--- config.mk ---
export PLATFORM = sky130hd
export DESIGN_NAME = dsds_ctrl
export DESIGN_NICKNAME = d
export VERILOG_FILES = /design/src/hdl/dsds_pkg.sv /design/src/hdl/dsds_ctrl.sv
export SDC_FILE = /design/constraint.sdc
export NUM_CORES = 1
export LEC_CHECK = 0
export ABC_AREA = 1
export BUFFER_PORTS_ARGS = -buffer_cell sky130_fd_sc_hd__buf_2
export CORE_AREA = 2 2 39 41
export DETAILED_ROUTE_END_ITERATION = 10
export DIE_AREA = 0 0 41 43
export PLACE_DENSITY = 0.42
export SLEW_MARGIN = 40
export SYNTH_ARGS = -nofsm -noshare
export SYNTH_HDL_FRONTEND = slang
export SYNTH_SLANG_ARGS = --single-unit
--- constraint.sdc ---
create_clock -name clock -period 0.95 [get_ports clock]
set_clock_uncertainty 0.1 [all_clocks]
set_input_delay 0.1425 -clock clock [delete_from_list [all_inputs] [get_ports clock]]
set_output_delay 0.1425 -clock clock [all_outputs]
set_load 0.01 [all_outputs]
--- src/hdl/dsds_pkg.sv ---
// ---------------------------------------------------------------------------
// dsds_pkg: shared types and constants for the descriptor SAD disparity search
// Holds the payload structs, the register indexes, the controller state
// encoding and the command and status bundles that join controller and
// datapath.
// ---------------------------------------------------------------------------
`default_nettype none
package dsds_pkg;
   localparam int MAX_DISP_DEPTH_DEF = 64;
   localparam int DESC_BYTES_DEF     = 32;
   localparam int COORD_BITS_DEF     = 12;
   localparam int WORDS              = 4;
   localparam int DISP_W             = 6;
   localparam int COST_W             = 13;
   localparam int DIM_W              = 13;
   localparam int LIM_W              = 12;
   localparam int CSR_IDX_W          = 3;
   localparam int CSR_DATA_W         = 16;

   localparam logic [CSR_IDX_W-1:0] REG_MAX_DISP   = 3'd0;
   localparam logic [CSR_IDX_W-1:0] REG_IMG_WIDTH  = 3'd1;
   localparam logic [CSR_IDX_W-1:0] REG_IMG_HEIGHT = 3'd2;
   localparam logic [CSR_IDX_W-1:0] REG_FIRST_COL  = 3'd3;
   localparam logic [CSR_IDX_W-1:0] REG_LAST_COL   = 3'd4;
   localparam logic [CSR_IDX_W-1:0] REG_FIRST_ROW  = 3'd5;
   localparam logic [CSR_IDX_W-1:0] REG_LAST_ROW   = 3'd6;

   typedef struct packed {
      logic [63:0] right_desc_w3;
      logic [63:0] right_desc_w2;
      logic [63:0] right_desc_w1;
      logic [63:0] right_desc_w0;
      logic [63:0] left_desc_w3;
      logic [63:0] left_desc_w2;
      logic [63:0] left_desc_w1;
      logic [63:0] left_desc_w0;
   } req_type;

   typedef struct packed {
      logic [DISP_W-1:0] disparity;
      logic [COST_W-1:0] min_cost;
      logic              end_of_image;
   } rsp_type;

   typedef enum logic [2:0] {
      ST_IDLE,
      ST_WRITE,
      ST_READ,
      ST_SCORE,
      ST_DONE
   } state_type;

   // controller -> datapath
   typedef struct packed {
      logic load;     // capture accepted word, clear winner track
      logic write;    // store right descriptor in history, latch search setup
      logic rd_issue; // issue history read for current candidate
      logic score;    // compare SAD of registered read data
      logic finish;   // build result, step counters
   } cmd_type;

   // datapath -> controller
   typedef struct packed {
      logic search;   // this pixel runs a candidate search
      logic last_cand;// candidate d has reached 0
   } sts_type;
endpackage
`default_nettype wire

--- src/hdl/dsds_ctrl.sv ---
// ---------------------------------------------------------------------------
// dsds_ctrl: sequencer for the disparity search
// Accepts a word, writes history, steps one candidate per cycle through a
// read/score pipeline, then holds the result until taken.
// ---------------------------------------------------------------------------
`default_nettype none
module dsds_ctrl (
   input  wire logic                clock,
   input  wire logic                reset,
   input  wire logic                req_valid,
   output logic                     req_ready,
   output logic                     rsp_valid,
   input  wire logic                rsp_ready,
   input  wire dsds_pkg::sts_type   sts,
   output dsds_pkg::cmd_type        cmd
);
   import dsds_pkg::*;

   state_type state_ff, state_in;
   logic      rsp_valid_ff, rsp_valid_in;

   always_ff @(posedge clock) begin
      if (reset) begin
         state_ff     <= ST_IDLE;
         rsp_valid_ff <= 1'b0;
      end else begin
         state_ff     <= state_in;
         rsp_valid_ff <= rsp_valid_in;
      end
   end

   always_comb begin
      state_in     = state_ff;
      cmd          = '0;
      req_ready    = 1'b0;
      rsp_valid_in = rsp_valid_ff;
      if (rsp_valid_ff && rsp_ready) begin
         rsp_valid_in = 1'b0;
      end
      case (state_ff)
         ST_IDLE: begin
            // output register holds at most one word; accept when it is free or being drained
            req_ready = !rsp_valid_ff || rsp_ready;
            if (req_valid && req_ready) begin
               cmd.load = 1'b1;
               state_in = ST_WRITE;
            end
         end
         ST_WRITE: begin
            // history is written before reads so the d = 0 slot sees this word
            cmd.write = 1'b1;
            state_in  = sts.search ? ST_READ : ST_DONE;
         end
         ST_READ: begin
            cmd.rd_issue = 1'b1;
            state_in     = ST_SCORE;
         end
         ST_SCORE: begin
            cmd.score = 1'b1;
            if (sts.last_cand) begin
               state_in = ST_DONE;
            end else begin
               cmd.rd_issue = 1'b1;
            end
         end
         ST_DONE: begin
            cmd.finish   = 1'b1;
            rsp_valid_in = 1'b1;
            state_in     = ST_IDLE;
         end
         default: begin
            state_in = ST_IDLE;
         end
      endcase
   end

   assign rsp_valid = rsp_valid_ff;
endmodule
`default_nettype wire

**Word-level counts from Yosys, hierarchy flattened**

Index checks and enable logic that the tools add are counted.

- Register bits after elaboration: 4
- Bits of input ports: 6
- Output and inout port bits: 7
- Logic and storage cells: 29

- Equal/unequal tests: 6
- Multiplexer cells: 14
- Reductions and logical operators: 7

Operators with widths:

| operator | number |
|---|---|
| $pmux 3 s4 | 1 |
| $mux 1 | 9 |
| $mux 3 | 3 |
| $eq 3x2->1 const B | 2 |
| $ne 2x2->1 const B | 2 |
| $eq 3x1->1 const B | 1 |
| $eq 3x3->1 const B | 1 |
| $logic_not 3->1 | 1 |
| $logic_and 1x1->1 | 2 |
| $pmux 1 s2 | 1 |
| $reduce_and 2->1 | 1 |
| $reduce_bool 2->1 | 1 |
| $logic_not 1->1 | 1 |
| $logic_or 1x1->1 | 1 |

**Logic depth before layout (Yosys ltp)**

- Depth in word-level cells: 5
- Gate-level depth with buffers: 7
- Mapped depth without buffers: 7

**Worst setup path before layout**

Ideal clock, no wire load.

- Path kind: reg-to-output
- From: reg state_ff[2]
- To: out cmd[4] (netlist name)
- Arrival: 0.829 ns
- Required time: 0.707 ns
- Setup slack: -0.121 ns
- Cell stages (with the launch flop): 6
- Buffers on the path: 0
- Cell sequence: dfxtp_1 -> inv_2 -> nand2_2 -> nor2_1 -> inv_1 -> nor2_1

RTL lines:

| item | line | RTL |
|---|---|---|
| from (decl) | dsds_ctrl.sv:19 | `state_type state_ff, state_in;` |
| from (signal assigned) | dsds_ctrl.sv:27 | `state_ff <= state_in;` |
| to (decl) | dsds_ctrl.sv:15 | `output dsds_pkg::cmd_type cmd` |

**Final worst setup path**

- From: reg state_ff[0]
- To: out req_ready

- Longest elaborated chain between the ends: 2

RTL lines:

| item | line | RTL |
|---|---|---|
| $logic_not 3->1 | dsds_ctrl.sv:40 | `case (state_ff)` |
| $mux 1 | dsds_ctrl.sv:40 |  |
| to (decl) | dsds_ctrl.sv:11 | `output logic req_ready,` |

Every way passes these cells.

==> flow_summary.ini <==
[yosys]
synth.ff_latch_count = 4
synthesis.nets = 47
yosysTopAreaCellShare_pct = 30.3
synth_largest_area_cell = dfxtp_1
netlist_instances = 41
synth_edf_count = 0
async_reset_ff_share_pct = 0
ys.flop_type = dfxtp_1
synth_area_per_cell_um2 = 6.44
synthTopCellsByArea = dfxtp_1 30%, inv_1 13%, nand2_1 10%
ys_warn_count = 0
ys_seq_area_share_pct = 30.3
syn_area_um2 = 264
post_synth_num_cell_types = 13

[die]
rows = 14
io_pins = 13
design.die.area_um2 = 1760
die_height_um = 43
dieWidth_um = 41
initial_core_util_pct = 19.1
core_area_um2 = 1380

[finish]
n_antenna_cell = 0
drive_gt1_share_pct = 74.6
register_area_um2 = 87.6
fin_util_pct = 38.4
final_nets = 74
stdcell_count = 83
multi_input_area_um2 = 185
syn_to_final_growth_pct = 101
nFillCells = 152

[place]
pre_cts_slack_ns = -0.144
placed_cells = 71
io_buffers = 12
routabilityCongestion = 0.680
place_hpwl_um = 500

[critical_path]
crit_start = state_ff[0]
critPathTopFamily = flip-flops
cp-end-kind = primary output
start_kind = flip-flop
r2r_setup_slack_ns = -0.17
crit_path_max_incr_delay_ns = 0.33
cp.depth = 6
reg2reg_depth = 6
critPathMaxFanout = 3
criticalPathCategory = flip-flop to primary output
worstPathRequired_ns = 0.71
cp_num_buf_inv = 3
crit_path_frequent_cell = inv_2
path_cells = inv_2 > nand2_4 > nor2_4 > inv_2 > a21oi_2 > buf_2
r2r_start = state_ff[0]
arrival_ns = 1.06
cpMaxStageDelayCell = dfxtp_2

[grt]
grt_use_total_pct = 10.6
grt_pass1_vias = 300
grt-ovfl-total = 0
antenna_found_initial = 0
grt_max_degree = 7
grt_first_pass_wirelength_um = 1230

[power_and_ir_drop]
vdd_drop_max_v = 0.000522
power_density_nw_per_um2 = 1320
p_leak_nw = 0.281
power_w = 0.000701

[sta]
finalSetupViolCount = 11
drv_slew = 0
finalCritPeriodShare_pct = 138
final-hold-violation-count = 0
fin_crit_ns = 1.31
fmax_mhz = 765
setup_slack_ns = -0.357
slew_headroom_pct = 89.7
tns_ns = -2.48
worst_slew_pin_slew_ns = 0.154
rsz0062_at_grt = true

[min_path]
min_path_type = primary input to flip-flop
hold_start = sts[1]
holdPathStages = 4

[route]
viasPerCell = 4.06
drt-total-wl_um = 752
wire_per_inst_um = 9.06
drt_pass1_iterations = 4
num_vias = 337
drt_iter0_drc = 5
drtAntennaViolNets = 0
drc = 0

[cts]
cts_sinks = 4
clockRootBuffer = clkbuf_4
cts_buffers = 3
clkSlewWorstSetupHoldPaths_ns = 0.04
clk_path_buf_depth = 2
clock_latency_ns = 0.24
htree_levels = 1
cts_tree = built

[status]
violations = setup timing
outcome = complete, but fails checks

[run]
maxCapViolCount = 0
## cells by family after synthesis
kind of cell | synth area share (%)
simple gates | 41.7
buf+inv | 17.1
flops | 30.3
compound gates | 10.9
## through the flow
stage	instance area (um2)	hold WS, ns
floorplan	282	0.107
global route	532	0.127
finish	532	0.124
global placement	377	0.237
CTS	504	0.0942
detailed placement	377	0.235
## power breakdown
| group | switching [W] | internal [W] | leakage (nW) |
|---|---|---|---|
| Combinational | 0.000136 | 0.000130 | 0.232 |
| Sequential | 0.0000175 | 0.000184 | 0.0347 |
| Clock | 0.0000755 | 0.000158 | 0.0150 |
| Total | 0.000229 | 0.000472 | 0.281 |
## tightest hold or removal path, cell delays in order
cell and delay [ns]:
buf_2 0.11, a21oi_2 0.06, nand3_2 0.07, nor2_1 0.03
## timing repair
| item | in CTS | in global routing |
|---|---|---|
| buffers inserted | 6 | 1 |
| gates cloned | 0 | 0 |
| hold buffers | 1 | 0 |
| resized for setup | 12 | 5 |
| pin swaps | 4 | 3 |
| endpoints found under the setup margin | 11 | 11 |
| endpoints found under the hold margin | 2 | 0 |
## state kept, by name, summed over array words and instances (netlist names)
name,count
rsp_valid,1
state_ff,3
## placed cells by master (no fill, tap or decap), drive strengths merged
cell type,netlist,layout
buf,1,22
nand2,11,11
inv,10,10
nor2,7,7
nand3,4,4
clkbuf,0,4
dfxtp,4,4
a21oi,3,3
a31oi,1,1
dlygate4sd3,0,1
## synth_stat cells, types with 2 or more instances
cell type / count
dfxtp_1: 4
inv_1: 9
nand2_1: 7
nor2_1: 6
nand2_2: 4
a21oi_2: 2
nand3_1: 3
## metal layers
layer | share of wire [%] | routed length (um) | vias to the layer above | global-route usage, %
li1 | - | - | 176 | -
met1 | 38 | 283 | 152 | 11.8
met2 | 56 | 420 | 7 | 15.9
met3 | 5.9 | 44 | 2 | 4.71
met4 | 0.53 | 4 | 0 | 6.00
met5 | 0 | 0 | - | 0
## final timing paths
path,endpoint
worst min-delay path,state_ff[2]
worst max-delay path,req_ready
worst min register to register,rsp_valid
worst max register to register,rsp_valid
## layout make-up
class | instances | area share (%)
Sequential cell | 4 | 16.5
Multi-Input combinational cell | 26 | 34.8
Inverter | 10 | 7.06
Clock buffer | 4 | 4.94
Tap cell | 16 | 3.76
Timing Repair Buffer | 23 | 32.9
No activity file was read; power rests on OpenSTA's default activity.
